## src/hptc_pkg.sv

```systemverilog
package hptc_pkg;

  // Fixed-point arithmetic settings.
  localparam int INTEGRAL_WIDTH = 24;
  localparam int GAIN_FRAC_BITS = 16;

  // Field widths.
  localparam int GAIN_W     = 24;
  localparam int MAXD_W     = 7;
  localparam int BAND_W     = 8;
  localparam int SETTLE_W   = 4;
  localparam int TMO_W      = 8;
  localparam int WARM_W     = 2;
  localparam int GYRO_W     = 16;
  localparam int TARGET_W   = 10;
  localparam int DRIVE_W    = 8;
  localparam int ERR_W      = 10;
  localparam int DERIV_W    = 11;
  localparam int HEADING_W  = 9;
  localparam int CFG_IDX_W  = 3;
  localparam int CFG_DATA_W = 24;

  // Heading wrap: the gyro count is offset by a multiple of 360 so that it is
  // never negative, then reduced with a reciprocal multiply.
  localparam int UOFS_W      = GYRO_W + 1;
  localparam int GYRO_OFS    = 33120;
  localparam int RECIP       = 93207;
  localparam int RECIP_SHIFT = 25;
  localparam int QUOT_W      = 8;

  // The integral term is multiplied as two partial products.
  localparam int INT_LO_W = INTEGRAL_WIDTH / 2;
  localparam int INT_HI_W = INTEGRAL_WIDTH - INT_LO_W;
  localparam int P_ERR_W  = GAIN_W + 1 + ERR_W;
  localparam int P_DER_W  = GAIN_W + 1 + DERIV_W;
  localparam int P_LO_W   = GAIN_W + 1 + INT_LO_W + 1;
  localparam int P_HI_W   = GAIN_W + 1 + INT_HI_W;
  localparam int SUM_W    = INTEGRAL_WIDTH + GAIN_W + 4;
  localparam int QUO_W    = SUM_W - GAIN_FRAC_BITS;

  typedef enum logic [CFG_IDX_W-1:0] {
    CFG_KP_GAIN       = 3'd0,
    CFG_KI_GAIN       = 3'd1,
    CFG_KD_GAIN       = 3'd2,
    CFG_MAX_DRIVE     = 3'd3,
    CFG_SETTLE_BAND   = 3'd4,
    CFG_SETTLE_TICKS  = 3'd5,
    CFG_TIMEOUT_TICKS = 3'd6
  } cfg_index_t;

  typedef struct packed {
    logic zero_drive;
    logic done;
  } res_ctrl_t;

  typedef struct packed {
    logic signed [ERR_W-1:0]          err;
    logic signed [DERIV_W-1:0]        deriv;
    logic signed [INTEGRAL_WIDTH-1:0] integ;
  } pid_operands_t;

endpackage

```

## src/hptc_if.sv

```systemverilog
interface hptc_in_if;
  import hptc_pkg::*;
  logic                       valid;
  logic                       ready;
  logic                       action;
  logic signed [GYRO_W-1:0]   raw_gyro;
  logic signed [TARGET_W-1:0] target_heading;
  modport source (output valid, action, raw_gyro, target_heading, input ready);
  modport sink (input valid, action, raw_gyro, target_heading, output ready);
endinterface

interface hptc_out_if;
  import hptc_pkg::*;
  logic                      valid;
  logic                      ready;
  logic signed [DRIVE_W-1:0] left_drive;
  logic signed [DRIVE_W-1:0] right_drive;
  logic                      done_res;
  modport source (output valid, left_drive, right_drive, done_res, input ready);
  modport sink (input valid, left_drive, right_drive, done_res, output ready);
endinterface

interface hptc_cfg_if;
  import hptc_pkg::*;
  logic                  valid;
  logic                  ready;
  logic [CFG_IDX_W-1:0]  index;
  logic [CFG_DATA_W-1:0] data;
  modport source (output valid, index, data, input ready);
  modport sink (input valid, index, data, output ready);
endinterface

```

## src/hptc_pid_datapath.sv

```systemverilog
module hptc_pid_datapath (
  input  logic                          clk,
  input  logic                          load,
  input  hptc_pkg::pid_operands_t       ops,
  input  logic [hptc_pkg::GAIN_W-1:0]   kp_gain,
  input  logic [hptc_pkg::GAIN_W-1:0]   ki_gain,
  input  logic [hptc_pkg::GAIN_W-1:0]   kd_gain,
  input  logic [hptc_pkg::MAXD_W-1:0]   max_drive,
  output logic signed [hptc_pkg::DRIVE_W-1:0] drive
);
  import hptc_pkg::*;

  logic signed [P_ERR_W-1:0] p_err_r;
  logic signed [P_DER_W-1:0] p_der_r;
  logic signed [P_LO_W-1:0]  p_lo_r;
  logic signed [P_HI_W-1:0]  p_hi_r;

  logic signed [SUM_W-1:0] sum;
  logic signed [QUO_W-1:0] quo;
  logic signed [QUO_W-1:0] quo_tz;
  logic signed [QUO_W-1:0] lim;
  logic signed [QUO_W-1:0] neg_lim;
  logic signed [QUO_W-1:0] clamped;
  logic                    round_up;

  // Product stage: the integral is split into an unsigned low half and a
  // signed high half so that no single multiplier gets too wide.
  always_ff @(posedge clk) begin
    if (load) begin
      p_err_r <= $signed({1'b0, kp_gain}) * ops.err;
      p_der_r <= $signed({1'b0, kd_gain}) * ops.deriv;
      p_lo_r  <= $signed({1'b0, ki_gain}) * $signed({1'b0, ops.integ[INT_LO_W-1:0]});
      p_hi_r  <= $signed({1'b0, ki_gain}) * $signed(ops.integ[INTEGRAL_WIDTH-1:INT_LO_W]);
    end
  end

  // Sum, truncate toward zero, clamp.
  always_comb begin
    sum = SUM_W'(p_err_r) + SUM_W'(p_der_r) + (SUM_W'(p_hi_r) <<< INT_LO_W)
          + SUM_W'(p_lo_r);
    quo      = sum[SUM_W-1:GAIN_FRAC_BITS];
    round_up = sum[SUM_W-1] && (|sum[GAIN_FRAC_BITS-1:0]);
    quo_tz   = quo + $signed({{(QUO_W-1){1'b0}}, round_up});
    lim      = $signed({{(QUO_W-MAXD_W){1'b0}}, max_drive});
    neg_lim  = -lim;
    if (quo_tz > lim) begin
      clamped = lim;
    end else if (quo_tz < neg_lim) begin
      clamped = neg_lim;
    end else begin
      clamped = quo_tz;
    end
    drive = clamped[DRIVE_W-1:0];
  end

endmodule

```

## src/heading_pid_turn_controller_unit.sv

```systemverilog
// Pipeline: five pipeline registers (stages A, B, C, D and the output register)
// lie between an input transaction and its result on the out channel.
// Throughput: one transaction per cycle while the out channel is not stalled;
// the turn state sits in a single stage whose feedback closes within it, so items follow back to back.
// Reset: rst_n is synchronous and active low; it clears all pipeline valid
// bits and the turn state, and loads the register defaults.
module heading_pid_turn_controller_unit (
  input  logic       clk,
  input  logic       rst_n,
  hptc_cfg_if.sink   cfg_ch,
  hptc_in_if.sink    in_ch,
  hptc_out_if.source out_ch
);
  import hptc_pkg::*;

  // Configuration registers. The user must write them only while the block is
  // idle (not enforced by the block), so every stage reads them directly.
  logic [GAIN_W-1:0] kp_gain_r;
  logic [GAIN_W-1:0] ki_gain_r;
  logic [GAIN_W-1:0] kd_gain_r;
  logic [MAXD_W-1:0] max_drive_r;
  logic [BAND_W-1:0] settle_band_r;
  logic [SETTLE_W-1:0] settle_ticks_r;
  logic [TMO_W-1:0] timeout_ticks_r;

  assign cfg_ch.ready = 1'b1;

  always_ff @(posedge clk) begin
    if (!rst_n) begin
      kp_gain_r       <= GAIN_W'(196608);
      ki_gain_r       <= '0;
      kd_gain_r       <= GAIN_W'(2949120);
      max_drive_r     <= MAXD_W'(30);
      settle_band_r   <= BAND_W'(3);
      settle_ticks_r  <= SETTLE_W'(3);
      timeout_ticks_r <= TMO_W'(200);
    end else if (cfg_ch.valid) begin
      case (cfg_ch.index)
        CFG_KP_GAIN:       kp_gain_r       <= cfg_ch.data[GAIN_W-1:0];
        CFG_KI_GAIN:       ki_gain_r       <= cfg_ch.data[GAIN_W-1:0];
        CFG_KD_GAIN:       kd_gain_r       <= cfg_ch.data[GAIN_W-1:0];
        CFG_MAX_DRIVE:     max_drive_r     <= cfg_ch.data[MAXD_W-1:0];
        CFG_SETTLE_BAND:   settle_band_r   <= cfg_ch.data[BAND_W-1:0];
        CFG_SETTLE_TICKS:  settle_ticks_r  <= cfg_ch.data[SETTLE_W-1:0];
        CFG_TIMEOUT_TICKS: timeout_ticks_r <= cfg_ch.data[TMO_W-1:0];
        default: begin
        end
      endcase
    end
  end

  // Pipeline flow control. Each stage loads when it is empty or its content
  // moves on, so bubbles are squeezed out and the input keeps accepting
  // while a finished result waits in the output register, until stages A to D are full.
  logic a_v_r, b_v_r, c_v_r, d_v_r, o_v_r;
  logic rdy_a, rdy_b, rdy_c, rdy_d, rdy_o;

  assign rdy_o = !o_v_r || out_ch.ready;
  assign rdy_d = !d_v_r || rdy_o;
  assign rdy_c = !c_v_r || rdy_d;
  assign rdy_b = !b_v_r || rdy_c;
  assign rdy_a = !a_v_r || rdy_b;
  assign in_ch.ready = rdy_a;

  always_ff @(posedge clk) begin
    if (!rst_n) begin
      a_v_r <= 1'b0;
      b_v_r <= 1'b0;
      c_v_r <= 1'b0;
      d_v_r <= 1'b0;
      o_v_r <= 1'b0;
    end else begin
      if (rdy_a) a_v_r <= in_ch.valid;
      if (rdy_b) b_v_r <= a_v_r;
      if (rdy_c) c_v_r <= b_v_r;
      if (rdy_d) d_v_r <= c_v_r;
      if (rdy_o) o_v_r <= d_v_r;
    end
  end

  // Stage A: input register, then the reciprocal multiply that gives the
  // number of whole turns in the offset gyro count. The offset is a multiple
  // of 360, so the remainder equals the wrapped heading. The estimate is exact
  // over the whole 17-bit range, so no correction step is needed.
  logic                       a_action_r;
  logic signed [GYRO_W-1:0]   a_gyro_r;
  logic signed [TARGET_W-1:0] a_target_r;
  logic [UOFS_W-1:0]          a_ofs;
  logic [2*UOFS_W-1:0]        a_recip_prod;

  always_ff @(posedge clk) begin
    if (rdy_a && in_ch.valid) begin
      a_action_r <= in_ch.action;
      a_gyro_r   <= in_ch.raw_gyro;
      a_target_r <= in_ch.target_heading;
    end
  end

  assign a_ofs        = {a_gyro_r[GYRO_W-1], a_gyro_r} + UOFS_W'(GYRO_OFS);
  assign a_recip_prod = a_ofs * UOFS_W'(RECIP);

  // Stage B: remainder, turn error, and the turn state update.
  logic                       b_action_r;
  logic [UOFS_W-1:0]          b_ofs_r;
  logic [QUOT_W-1:0]          b_quot_r;
  logic signed [TARGET_W-1:0] b_target_r;

  always_ff @(posedge clk) begin
    if (rdy_b && a_v_r) begin
      b_action_r <= a_action_r;
      b_ofs_r    <= a_ofs;
      b_quot_r   <= a_recip_prod[RECIP_SHIFT +: QUOT_W];
      b_target_r <= a_target_r;
    end
  end

  logic [UOFS_W-1:0]    b_q360;
  logic [HEADING_W-1:0] b_heading;
  logic signed [ERR_W:0] b_err_raw;
  logic signed [ERR_W:0] b_err_fold;
  logic signed [ERR_W-1:0] b_err;
  logic signed [DERIV_W-1:0] b_deriv;
  logic [ERR_W-1:0] b_mag;
  logic signed [INTEGRAL_WIDTH:0] b_isum;
  logic signed [INTEGRAL_WIDTH-1:0] b_isat;
  logic signed [INTEGRAL_WIDTH-1:0] b_iupd;
  logic in_band;

  // Turn state.
  logic signed [ERR_W-1:0]          prev_err_r, prev_err_nxt;
  logic signed [INTEGRAL_WIDTH-1:0] integ_r, integ_nxt;
  logic [WARM_W-1:0]   warm_r, warm_nxt, warm_inc;
  logic [SETTLE_W-1:0] settle_r, settle_nxt, settle_inc;
  logic [TMO_W-1:0]    tmo_r, tmo_nxt, tmo_inc;
  res_ctrl_t           b_ctl;

  always_comb begin
    // 360 * quotient as shifts: 256 + 64 + 32 + 8.
    b_q360 = UOFS_W'({b_quot_r, 8'b0}) + UOFS_W'({b_quot_r, 6'b0})
             + UOFS_W'({b_quot_r, 5'b0}) + UOFS_W'({b_quot_r, 3'b0});
    b_heading = HEADING_W'(b_ofs_r - b_q360);
    b_err_raw = $signed({b_target_r[TARGET_W-1], b_target_r})
                - $signed({2'b00, b_heading});
    // A single fold toward the short way round.
    if (b_err_raw > (ERR_W+1)'(180)) begin
      b_err_fold = b_err_raw - (ERR_W+1)'(360);
    end else if (b_err_raw < -(ERR_W+1)'(180)) begin
      b_err_fold = b_err_raw + (ERR_W+1)'(360);
    end else begin
      b_err_fold = b_err_raw;
    end
    b_err   = b_err_fold[ERR_W-1:0];
    b_deriv = $signed({b_err[ERR_W-1], b_err}) - $signed({prev_err_r[ERR_W-1], prev_err_r});
    b_mag   = b_err[ERR_W-1] ? ERR_W'(-b_err) : ERR_W'(b_err);
    in_band = b_mag < {{(ERR_W-BAND_W){1'b0}}, settle_band_r};

    // Saturating integral: overflow shows as a mismatch of the top two bits.
    b_isum = $signed({integ_r[INTEGRAL_WIDTH-1], integ_r}) + (INTEGRAL_WIDTH+1)'(b_err);
    if (b_isum[INTEGRAL_WIDTH] != b_isum[INTEGRAL_WIDTH-1]) begin
      b_isat = b_isum[INTEGRAL_WIDTH] ? $signed({1'b1, {(INTEGRAL_WIDTH-1){1'b0}}})
                                      : $signed({1'b0, {(INTEGRAL_WIDTH-1){1'b1}}});
    end else begin
      b_isat = b_isum[INTEGRAL_WIDTH-1:0];
    end
    b_iupd = (ki_gain_r != '0) ? b_isat : integ_r;

    warm_inc   = (warm_r != {WARM_W{1'b1}}) ? warm_r + WARM_W'(1) : warm_r;
    settle_inc = !in_band ? '0 :
                 (settle_r != {SETTLE_W{1'b1}}) ? settle_r + SETTLE_W'(1) : settle_r;
    tmo_inc    = (tmo_r != {TMO_W{1'b1}}) ? tmo_r + TMO_W'(1) : tmo_r;
  end

  // Next turn state and result control for the item in stage B.
  always_comb begin
    prev_err_nxt     = prev_err_r;
    integ_nxt        = integ_r;
    warm_nxt         = warm_r;
    settle_nxt       = settle_r;
    tmo_nxt          = tmo_r;
    b_ctl.zero_drive = 1'b0;
    b_ctl.done       = 1'b0;
    if (!b_action_r) begin
      // A start clears the whole turn and answers with zero drive.
      prev_err_nxt     = '0;
      integ_nxt        = '0;
      warm_nxt         = '0;
      settle_nxt       = '0;
      tmo_nxt          = '0;
      b_ctl.zero_drive = 1'b1;
    end else begin
      prev_err_nxt = b_err;
      integ_nxt    = b_iupd;
      warm_nxt     = warm_inc;
      if (warm_inc <= WARM_W'(2)) begin
        // Warm-up ticks update the PID state only.
        b_ctl.zero_drive = 1'b1;
      end else begin
        settle_nxt = settle_inc;
        if (settle_inc > settle_ticks_r) begin
          b_ctl.zero_drive = 1'b1;
          b_ctl.done       = 1'b1;
        end else if (tmo_inc >= timeout_ticks_r) begin
          // The timeout count restarts so that a running turn reports done
          // again after another full timeout period.
          tmo_nxt          = '0;
          b_ctl.zero_drive = 1'b1;
          b_ctl.done       = 1'b1;
        end else begin
          tmo_nxt = tmo_inc;
        end
      end
    end
  end

  logic ld_c;
  assign ld_c = rdy_c && b_v_r;

  always_ff @(posedge clk) begin
    if (!rst_n) begin
      prev_err_r <= '0;
      integ_r    <= '0;
      warm_r     <= '0;
      settle_r   <= '0;
      tmo_r      <= '0;
    end else if (ld_c) begin
      prev_err_r <= prev_err_nxt;
      integ_r    <= integ_nxt;
      warm_r     <= warm_nxt;
      settle_r   <= settle_nxt;
      tmo_r      <= tmo_nxt;
    end
  end

  // Stage C: PID operands. The integral operand is the freshly updated one.
  pid_operands_t c_ops_r;
  res_ctrl_t     c_ctl_r;

  always_ff @(posedge clk) begin
    if (ld_c) begin
      c_ops_r.err   <= b_err;
      c_ops_r.deriv <= b_deriv;
      c_ops_r.integ <= integ_nxt;
      c_ctl_r       <= b_ctl;
    end
  end

  // Stage D: products live inside the datapath; the sum and clamp follow.
  res_ctrl_t d_ctl_r;
  logic signed [DRIVE_W-1:0] d_drive;
  logic ld_d;
  assign ld_d = rdy_d && c_v_r;

  always_ff @(posedge clk) begin
    if (ld_d) begin
      d_ctl_r <= c_ctl_r;
    end
  end

  hptc_pid_datapath u_datapath (
    .clk       (clk),
    .load      (ld_d),
    .ops       (c_ops_r),
    .kp_gain   (kp_gain_r),
    .ki_gain   (ki_gain_r),
    .kd_gain   (kd_gain_r),
    .max_drive (max_drive_r),
    .drive     (d_drive)
  );

  // Output register. Left and right motors turn in opposite directions.
  logic signed [DRIVE_W-1:0] o_left_r;
  logic signed [DRIVE_W-1:0] o_right_r;
  logic                      o_done_r;

  always_ff @(posedge clk) begin
    if (rdy_o && d_v_r) begin
      o_left_r  <= d_ctl_r.zero_drive ? '0 : d_drive;
      o_right_r <= d_ctl_r.zero_drive ? '0 : -d_drive;
      o_done_r  <= d_ctl_r.done;
    end
  end

  assign out_ch.valid       = o_v_r;
  assign out_ch.left_drive  = o_left_r;
  assign out_ch.right_drive = o_right_r;
  assign out_ch.done_res    = o_done_r;

endmodule

```

## src/flat_wrapper.sv

```systemverilog
// flat-port wrapper written by rule: the top's interface ports become plain ports
module heading_pid_turn_controller_unit_flat import hptc_pkg::*;
  (clk, rst_n, cfg_ch_valid, cfg_ch_index, cfg_ch_data, cfg_ch_ready, in_ch_valid, in_ch_action, in_ch_raw_gyro, in_ch_target_heading, in_ch_ready, out_ch_valid, out_ch_left_drive, out_ch_right_drive, out_ch_done_res, out_ch_ready);
  hptc_cfg_if cfg_ch_i ();
  hptc_in_if in_ch_i ();
  hptc_out_if out_ch_i ();
  input  logic clk;
  input  logic rst_n;
  input wire logic [$bits(cfg_ch_i.valid)-1:0] cfg_ch_valid;
  input wire logic [$bits(cfg_ch_i.index)-1:0] cfg_ch_index;
  input wire logic [$bits(cfg_ch_i.data)-1:0] cfg_ch_data;
  output wire logic [$bits(cfg_ch_i.ready)-1:0] cfg_ch_ready;
  input wire logic [$bits(in_ch_i.valid)-1:0] in_ch_valid;
  input wire logic [$bits(in_ch_i.action)-1:0] in_ch_action;
  input wire logic [$bits(in_ch_i.raw_gyro)-1:0] in_ch_raw_gyro;
  input wire logic [$bits(in_ch_i.target_heading)-1:0] in_ch_target_heading;
  output wire logic [$bits(in_ch_i.ready)-1:0] in_ch_ready;
  output wire logic [$bits(out_ch_i.valid)-1:0] out_ch_valid;
  output wire logic [$bits(out_ch_i.left_drive)-1:0] out_ch_left_drive;
  output wire logic [$bits(out_ch_i.right_drive)-1:0] out_ch_right_drive;
  output wire logic [$bits(out_ch_i.done_res)-1:0] out_ch_done_res;
  input wire logic [$bits(out_ch_i.ready)-1:0] out_ch_ready;
  assign cfg_ch_i.valid = cfg_ch_valid;
  assign cfg_ch_i.index = cfg_ch_index;
  assign cfg_ch_i.data = cfg_ch_data;
  assign cfg_ch_ready = cfg_ch_i.ready;
  assign in_ch_i.valid = in_ch_valid;
  assign in_ch_i.action = in_ch_action;
  assign in_ch_i.raw_gyro = in_ch_raw_gyro;
  assign in_ch_i.target_heading = in_ch_target_heading;
  assign in_ch_ready = in_ch_i.ready;
  assign out_ch_valid = out_ch_i.valid;
  assign out_ch_left_drive = out_ch_i.left_drive;
  assign out_ch_right_drive = out_ch_i.right_drive;
  assign out_ch_done_res = out_ch_i.done_res;
  assign out_ch_i.ready = out_ch_ready;
  heading_pid_turn_controller_unit u_core (.clk(clk), .rst_n(rst_n), .cfg_ch(cfg_ch_i), .in_ch(in_ch_i), .out_ch(out_ch_i));
endmodule
```

## config.mk

```make
export PLATFORM = sky130hd
export DESIGN_NAME = heading_pid_turn_controller_unit_flat
export DESIGN_NICKNAME = d
export VERILOG_FILES = /design/src/hptc_pkg.sv /design/src/hptc_if.sv /design/src/hptc_pid_datapath.sv /design/src/heading_pid_turn_controller_unit.sv /design/src/flat_wrapper.sv
export SDC_FILE = /design/constraint.sdc
export NUM_CORES = 2
export LEC_CHECK = 0
export ABC_AREA = 1
export BUFFER_PORTS_ARGS = -buffer_cell sky130_fd_sc_hd__clkbuf_2
export CELL_PAD_IN_SITES_DETAIL_PLACEMENT = 1
export CELL_PAD_IN_SITES_GLOBAL_PLACEMENT = 2
export CORE_ASPECT_RATIO = 1.4
export CORE_MARGIN = 3
export CORE_UTILIZATION = 37
export DETAILED_ROUTE_END_ITERATION = 7
export PLACE_DENSITY_LB_ADDON = 0.2
export SLEW_MARGIN = 20
export SYNTH_ARGS = -nofsm -noshare
export SYNTH_HDL_FRONTEND = slang
export SYNTH_HIERARCHICAL = 1
export SYNTH_SLANG_ARGS = --single-unit
```

## constraint.sdc

```tcl
create_clock -name clk -period 7.8 [get_ports clk]
set_input_delay 0.78 -clock clk [delete_from_list [all_inputs] [get_ports clk]]
set_output_delay 0.78 -clock clk [all_outputs]
set_load 0.02 [all_outputs]
```

* Word-level counts from Yosys, hierarchy flattened
Cells that the tools add are included.
** Storage, ports and cells
- Register bits after elaboration :: 415
- Input port bits :: 59
- Word-level logic and storage cells :: 137
** Cells by class
- Equal/unequal tests :: 12
- Reductions and logical operators :: 30
- Multiplexer cells :: 23
- Add/subtract/negate cells :: 20
- Bitwise operators :: 1
- Magnitude comparators :: 8
- Multipliers :: 5
** Operator list (count)
- 24-bit 2-to-1 mux :: 4
- 8-bit 2-to-1 mux :: 7
- 50-bit by 37-bit adder with 51-bit output :: 1
- 37-bit by 49-bit adder with 50-bit output :: 1
- 10-bit 2-to-1 mux :: 4
- 35-bit by 36-bit adder with 37-bit output :: 1
- 25-bit by 12-bit multiplier with 37-bit output :: 1
- 35-bit by 2-bit adder with 36-bit output :: 1
- 36-bit by 8-bit greater-than comparator with 1-bit output :: 1
- 36-bit < comparator :: 1
- 24-bit by 12-bit multiplier with 36-bit output :: 1
- 25-bit by 11-bit multiplier with 36-bit output :: 1
- 7-bit negation with 36-bit output :: 1
- 25-bit by 10-bit multiplier with 35-bit output :: 1
- 17-bit by 17-bit multiplier with 31-bit output (second input constant) :: 1
- 9-bit adder :: 3
- 24-bit by 10-bit adder with 25-bit output :: 1
- 24-bit nonzero test :: 1
- 10-bit by 10-bit subtractor with 11-bit output :: 2
- 17-bit by 16-bit adder with 17-bit output (second input constant) :: 1
- 4-bit 2-to-1 mux :: 4
- 2-bit AND reduction :: 8
- 16-bit OR reduction :: 1
- 11-bit by 9-bit greater-than comparator with 1-bit output (second input constant) :: 1
- 30 further kinds :: 50

* Longest topological paths before layout
- Word-level depth :: 16
- Mapped depth :: 54
- Gate-level depth less buffers :: 53

* Hierarchy
Netlist, hierarchy kept.
** Modules (own cells, without submodules)
- hptc_pid_datapath :: cells each 6245, area an instance 48207.5 sq um, times used 1
- heading_pid_turn_controller_unit :: cells each 2058, area an instance 18153.7 sq um, times used 1

* Worst setup path after synthesis
Ideal clock, no wire load.
- Path kind :: reg-to-reg
- Start :: reg u_core.u_datapath.p_err_r[34]
- End :: reg u_core.o_right_r[7], in the netlist u_core/out_ch.right_drive[7], data pin
- Data arrival time :: 7.373 ns
- Path buffers :: 0
- Setup time :: 0.259 ns
- Cell stages (with the launch flop) :: 48
- Setup slack :: 0.168 ns
- Path through :: edfxtp_1 inv_1 fa_1 fa_1 inv_1 ha_1 nand2_1 nor2_1 inv_1 nor2_1 nand2_1 nor2_1 nand2_1 nand3_1 nand2_1 nand3_1 xor2_1 inv_1 (+12 left out) inv_1 ha_1 nand2_1 nor2_1 nand4_1 a21oi_1 a211oi_1 nand3_1 nand3_1 nand2_1 nand2_1 nand2_1 nor3_1 inv_1 nor3_1 nand3_1 o21ai_0 a21oi_1
** On the way
- Longest elaborated chain between the ends :: 9
- Elaborated cells on any way between the ends :: 10
- Those cells by class :: 5 x add/sub; 2 x order compare; 2 x mux; 1 x reduce/logical
** Ends and longest elaborated chain
- start, declared :: line hptc_pid_datapath.sv:13 : logic signed [P_ERR_W-1:0] p_err_r;
- start signal, assigned :: line hptc_pid_datapath.sv:30 : p_err_r <= $signed({1'b0, kp_gain}) * ops.err;
- 35-bit by 36-bit adder with 37-bit output (*) :: line hptc_pid_datapath.sv:39 : sum = SUM_W'(p_err_r) + SUM_W'(p_der_r) + (SUM_W'(p_hi_r) <<< INT_LO_W)
- 37-bit by 49-bit adder with 50-bit output (*) :: line hptc_pid_datapath.sv:39
- 50-bit by 37-bit adder with 51-bit output (*) :: line hptc_pid_datapath.sv:40 : + SUM_W'(p_lo_r);
- 1-bit logical AND :: line hptc_pid_datapath.sv:42 : round_up = sum[SUM_W-1] && (|sum[GAIN_FRAC_BITS-1:0]);
- 35-bit by 2-bit adder with 36-bit output (*) :: line hptc_pid_datapath.sv:43 : quo_tz = quo + $signed({{(QUO_W-1){1'b0}}, round_up});
- 36-bit < comparator :: line hptc_pid_datapath.sv:48 : end else if (quo_tz < neg_lim) begin
- 8-bit 2-to-1 mux :: line hptc_pid_datapath.sv:48
- 8-bit 2-to-1 mux (*) :: line hptc_pid_datapath.sv:46 : if (quo_tz > lim) begin
- named net u_core.d_drive[1] :: line heading_pid_turn_controller_unit.sv:249 : logic signed [DRIVE_W-1:0] d_drive;
- 8-bit negation (*) :: line heading_pid_turn_controller_unit.sv:278 : o_right_r <= d_ctl_r.zero_drive ? '0 : -d_drive;
- end signal, assigned :: line heading_pid_turn_controller_unit.sv:278
- end, declared :: line heading_pid_turn_controller_unit.sv:272 : logic signed [DRIVE_W-1:0] o_right_r;
The timed path passes the listed nets; every way through them passes the cells marked *.
A chain may end at the register's enable or synchronous reset.

* Final worst setup path
Same ends and word-level chain as after synthesis.

==> metrics.txt <==
# TYPE chip_impl_metric gauge
chip_impl_info{name="run_status",value="complete, no violations"} 1
chip_impl_metric{name="floorplan.core_area",unit="sq um"} 177900
chip_impl_metric{name="finClkSkew",unit="ns"} 0.05868
chip_impl_metric{name="synth_async_sr_flop_share",unit=""} 0
chip_impl_metric{name="total_clock_buffers_created_by_cts",unit=""} 53
chip_impl_metric{name="ys_seq_area_frac",unit=""} 0.1644
chip_impl_metric{name="crit_path_max_fanout",unit=""} 5
chip_impl_metric{name="floorplan.io_pins",unit=""} 79
chip_impl_metric{name="chipHeight",unit="microns"} 507.1
chip_impl_metric{name="die_w",unit="microns"} 363.9
chip_impl_info{name="min_path_type",value="in2reg"} 1
chip_impl_metric{name="syn_to_final_growth",unit="%"} 9.999
chip_impl_metric{name="finalHoldViolations",unit=""} 0
chip_impl_metric{name="vias",unit=""} 53790
chip_impl_info{name="slowest_stage",value="sky130_fd_sc_hd__edfxtp_1"} 1
chip_impl_metric{name="final_antenna_net_count",unit=""} 0
chip_impl_metric{name="ctsHoldBuffers",unit=""} 0
chip_impl_metric{name="row_count",unit=""} 183
chip_impl_metric{name="fp.dieArea",unit="sq um"} 184500
chip_impl_metric{name="clockBufferDepth",unit=""} 3
chip_impl_metric{name="synth.net_count",unit=""} 10030
chip_impl_metric{name="start_util",unit=""} 0.3730
chip_impl_metric{name="cp.required",unit="ns"} 8.19
chip_impl_metric{name="htree_levels",unit=""} 2
chip_impl_metric{name="number_of_instances_in_the_synthesized_netlist",unit=""} 8303
chip_impl_metric{name="post_route_cells_drive_above_1_share",unit=""} 0.09138
chip_impl_metric{name="min_path_cells",unit=""} 1
chip_impl_metric{name="source_to_sink_clock_delay_at_the_later_pin_of_the_worst_skew_pair",unit="ns"} 0.68
chip_impl_metric{name="timing.fmax",unit="MHz"} 135.5
chip_impl_metric{name="tritoncts_num_sinks",unit=""} 414
chip_impl_metric{name="grt_max_degree",unit=""} 89
chip_impl_metric{name="yosysUniqueCellTypes",unit=""} 66
chip_impl_metric{name="detail_route.vias_per_cell",unit=""} 4.965
chip_impl_metric{name="max_slew_margin",unit=""} 0.2902
chip_impl_metric{name="min_period_over_period",unit=""} 0.9458
chip_impl_metric{name="setup_total_negative_slack",unit="ns"} 0
chip_impl_info{name="clock_tree_from_tritoncts",value="yes"} 1
chip_impl_metric{name="setup_viol_count_final",unit=""} 0
chip_impl_metric{name="timing.critical_path.arrival",unit="ns"} 7.77
chip_impl_metric{name="global_route_wire_length_before_repair",unit="microns"} 354000
chip_impl_info{name="critical_path.startpoint_type",value="register"} 1
chip_impl_metric{name="gpl.final_weighted_congestion",unit=""} 0.8969
chip_impl_metric{name="number_of_nets_in_the_final_layout",unit=""} 10190
chip_impl_metric{name="synth_enable_flop_cells",unit=""} 262
chip_impl_metric{name="synthesis.area",unit="sq um"} 66360
chip_impl_metric{name="critPathMaxStageDelay",unit="ns"} 0.52
chip_impl_metric{name="hpwlAfterDp",unit="microns"} 194900
chip_impl_metric{name="finalWorstSetupSlack",unit="ns"} 0.4224
chip_impl_metric{name="wl_per_cell",unit="microns"} 21.36
chip_impl_metric{name="pre_cts_ws",unit="ns"} 0.1540
chip_impl_info{name="clock-root-buffer",value="sky130_fd_sc_hd__clkbuf_16"} 1
chip_impl_metric{name="postSynthRegisterBits",unit=""} 414
chip_impl_metric{name="route.detailed.drc",unit=""} 0
chip_impl_metric{name="grt_overflow_total",unit=""} 0
chip_impl_metric{name="fill_cell_count",unit=""} 21520
chip_impl_metric{name="grt_pass1_vias",unit=""} 60630
chip_impl_info{name="critical_path_class",value="reg2reg"} 1
chip_impl_metric{name="drt_first_iter_violations",unit=""} 2081
chip_impl_metric{name="grt_antenna_before_repair",unit=""} 19
chip_impl_metric{name="worst_pin_slew",unit="ns"} 1.065
chip_impl_metric{name="wl",unit="microns"} 231300
chip_impl_metric{name="grt_usage",unit=""} 0.2526
chip_impl_metric{name="drt_pass_1_iters",unit=""} 7
chip_impl_info{name="ys_dominant_reg_cell",value="sky130_fd_sc_hd__edfxtp_1"} 1
chip_impl_info{name="path_common_cell",value="sky130_fd_sc_hd__nand2_2"} 1
chip_impl_info{name="critical_path.endpoint_type",value="register"} 1
chip_impl_metric{name="clk_pin_slew_worst_paths",unit="ns"} 0.06
chip_impl_metric{name="syn-mean-instance-area",unit="sq um"} 7.992
chip_impl_metric{name="synthesis.yosys.warnings",unit=""} 6
chip_impl_metric{name="finalWorstPathRequiredPeriod",unit="ns"} 7.378
chip_impl_metric{name="port_buffers",unit=""} 77
chip_impl_metric{name="timing.final.max_slew_violations",unit=""} 0
chip_impl_metric{name="depth_of_the_worst_register_to_register_path",unit=""} 49
chip_impl_metric{name="max_cap_violations",unit=""} 0
==> worst max-delay path: cells and delay by family (launching register included) <==
family	cells	cell delay [ns]
xor+xnor	1	0.17
buf+inv	10	1.22
compound gates	3	0.33
flops	1	0.52
fa+ha+maj	6	1.80
simple gates	29	3.10
==> layout make-up <==
cell class              instances  area (sq um)  share of cell area
diodes                          6         15.01           0.0002057
flip-flops and latches        414         10910              0.1495
clock inverters                33         344.1            0.004714
inverters                    2064          7756              0.1063
multi-input cells            5589         47190              0.6465
well taps                    2312          2893             0.03963
repair buffers                349          2476             0.03392
clock buffers                  65          1411             0.01933
==> routing by layer <==
| layer | track usage | vias to the layer above | share of wire |
|---|---|---|---|
| met4 | 0.1064 | 4 | 0.049 |
| met3 | 0.02053 | 286 | 0.025 |
| met5 | 0 | - | 0.00014 |
| met2 | 0.4924 | 710 | 0.54 |
| li1 | - | 25300 | - |
| met1 | 0.2768 | 27480 | 0.38 |
==> final timing paths <==
check | startpoint | to | slack [ns]
setup reg to reg | u_core/u_datapath/p_err_r[34] | u_core/out_ch.right_drive[7] | 0.42
hold / removal | in_ch_raw_gyro[2] | u_core/a_gyro_r[2] | 0.29
hold reg to reg | u_core/a_target_r[8] | u_core/b_target_r[8] | 0.42
setup / recovery | u_core/u_datapath/p_err_r[34] | u_core/out_ch.right_drive[7] | 0.42
==> sequential cells by signal, indices dropped and copies added, names as in the netlist, 24 cells and up <==
signal and flops:
u_core/ki_gain_r 24, u_core/u_datapath/p_der_r 36, u_core/kp_gain_r 24, u_core/u_datapath/p_lo_r 36, u_core/c_ops_r 45, u_core/u_datapath/p_err_r 35
u_core/u_datapath/p_hi_r 37, u_core/kd_gain_r 24, u_core/integ_r 24
==> per-stage QoR <==
step / cell area [sq um] / hold slack (ns) / instances / util
2_1_floorplan: 66360 / 0.4003 / 8303 / -
3_3_place_gp: 70550 / 0.4035 / 10700 / 0.3966
3_5_place_dp: 70550 / 0.4056 / 10700 / 0.3966
4_1_cts: 72310 / 0.2162 / 10800 / 0.4064
5_1_grt: 72980 / 0.2382 / 10830 / 0.4102
6_report: 73000 / 0.2880 / 10830 / 0.4103
==> repair_timing <==
item | 4_1_cts | 5_1_grt
endpoints found under the setup margin | 0 | 33
hold endpoints to repair | 0 | 0
buffers inserted | 0 | 26
resized for setup | 0 | 112
==> kinds of logic after synthesis <==
group                      Yosys count  share of synthesized area
other                                1                 0.00005651
AOI/OAI and AO/OA                  704                    0.05975
muxes                                2                  0.0003205
adders and majority gates         1664                     0.4248
xor gates and xnor gates           230                    0.03064
DFF                                414                     0.1644
buffers and inverters             2300                     0.1310
and+or+nand+nor                   2988                     0.1890
==> Yosys cell counts (all sizes together) (10+ instances only) <==
library cell	n	area [sq um]
a21o	14	105.1
xor2	161	1410
nand3	217	1149
or2	74	462.9
edfxtp	262	7868
a31oi	17	106.4
nand4	78	488.0
o211ai	18	135.1
ha	682	8533
nor3	41	216.5
o2111ai	14	122.6
inv	2061	7739
nor2	480	2003
fa	982	19660
a21boi	12	90.09
dfxtp	152	3043
o21ai	224	1129
a21oi	337	1747
clkbuf	229	879.6
xnor2	69	623.1
o21a	14	105.1
nand2	2071	8034
nor4	10	62.56
o21bai	26	195.2
==> layout by cell type (no fill, tap or decap), types with 15 or more instances in the layout <==
master                      count
sky130_fd_sc_hd__nor2_2        40
sky130_fd_sc_hd__nand3_1      200
sky130_fd_sc_hd__buf_4        269
sky130_fd_sc_hd__o21ai_0      206
sky130_fd_sc_hd__nand2_4       15
sky130_fd_sc_hd__nor2_4        21
sky130_fd_sc_hd__inv_2         28
sky130_fd_sc_hd__edfxtp_1     262
sky130_fd_sc_hd__o21ai_1       16
sky130_fd_sc_hd__clkbuf_16     54
sky130_fd_sc_hd__dfxtp_1      152
sky130_fd_sc_hd__clkbuf_2      76
sky130_fd_sc_hd__nand2_1     1965
sky130_fd_sc_hd__o21bai_1      26
sky130_fd_sc_hd__xnor2_1       68
sky130_fd_sc_hd__fa_1         982
sky130_fd_sc_hd__xor2_1       161
sky130_fd_sc_hd__a21oi_1      313
sky130_fd_sc_hd__nand2_2       90
sky130_fd_sc_hd__nor2_1       418
sky130_fd_sc_hd__nand4_1       78
sky130_fd_sc_hd__inv_1       2030
sky130_fd_sc_hd__ha_1         671
sky130_fd_sc_hd__a21oi_2       20
sky130_fd_sc_hd__nor3_1        35
sky130_fd_sc_hd__or2_2         74
sky130_fd_sc_hd__a31oi_1       17
sky130_fd_sc_hd__o211ai_1      18
Power is not shown: default switching activity piles up to over one toggle a cycle in this logic, so the estimate is an artifact.
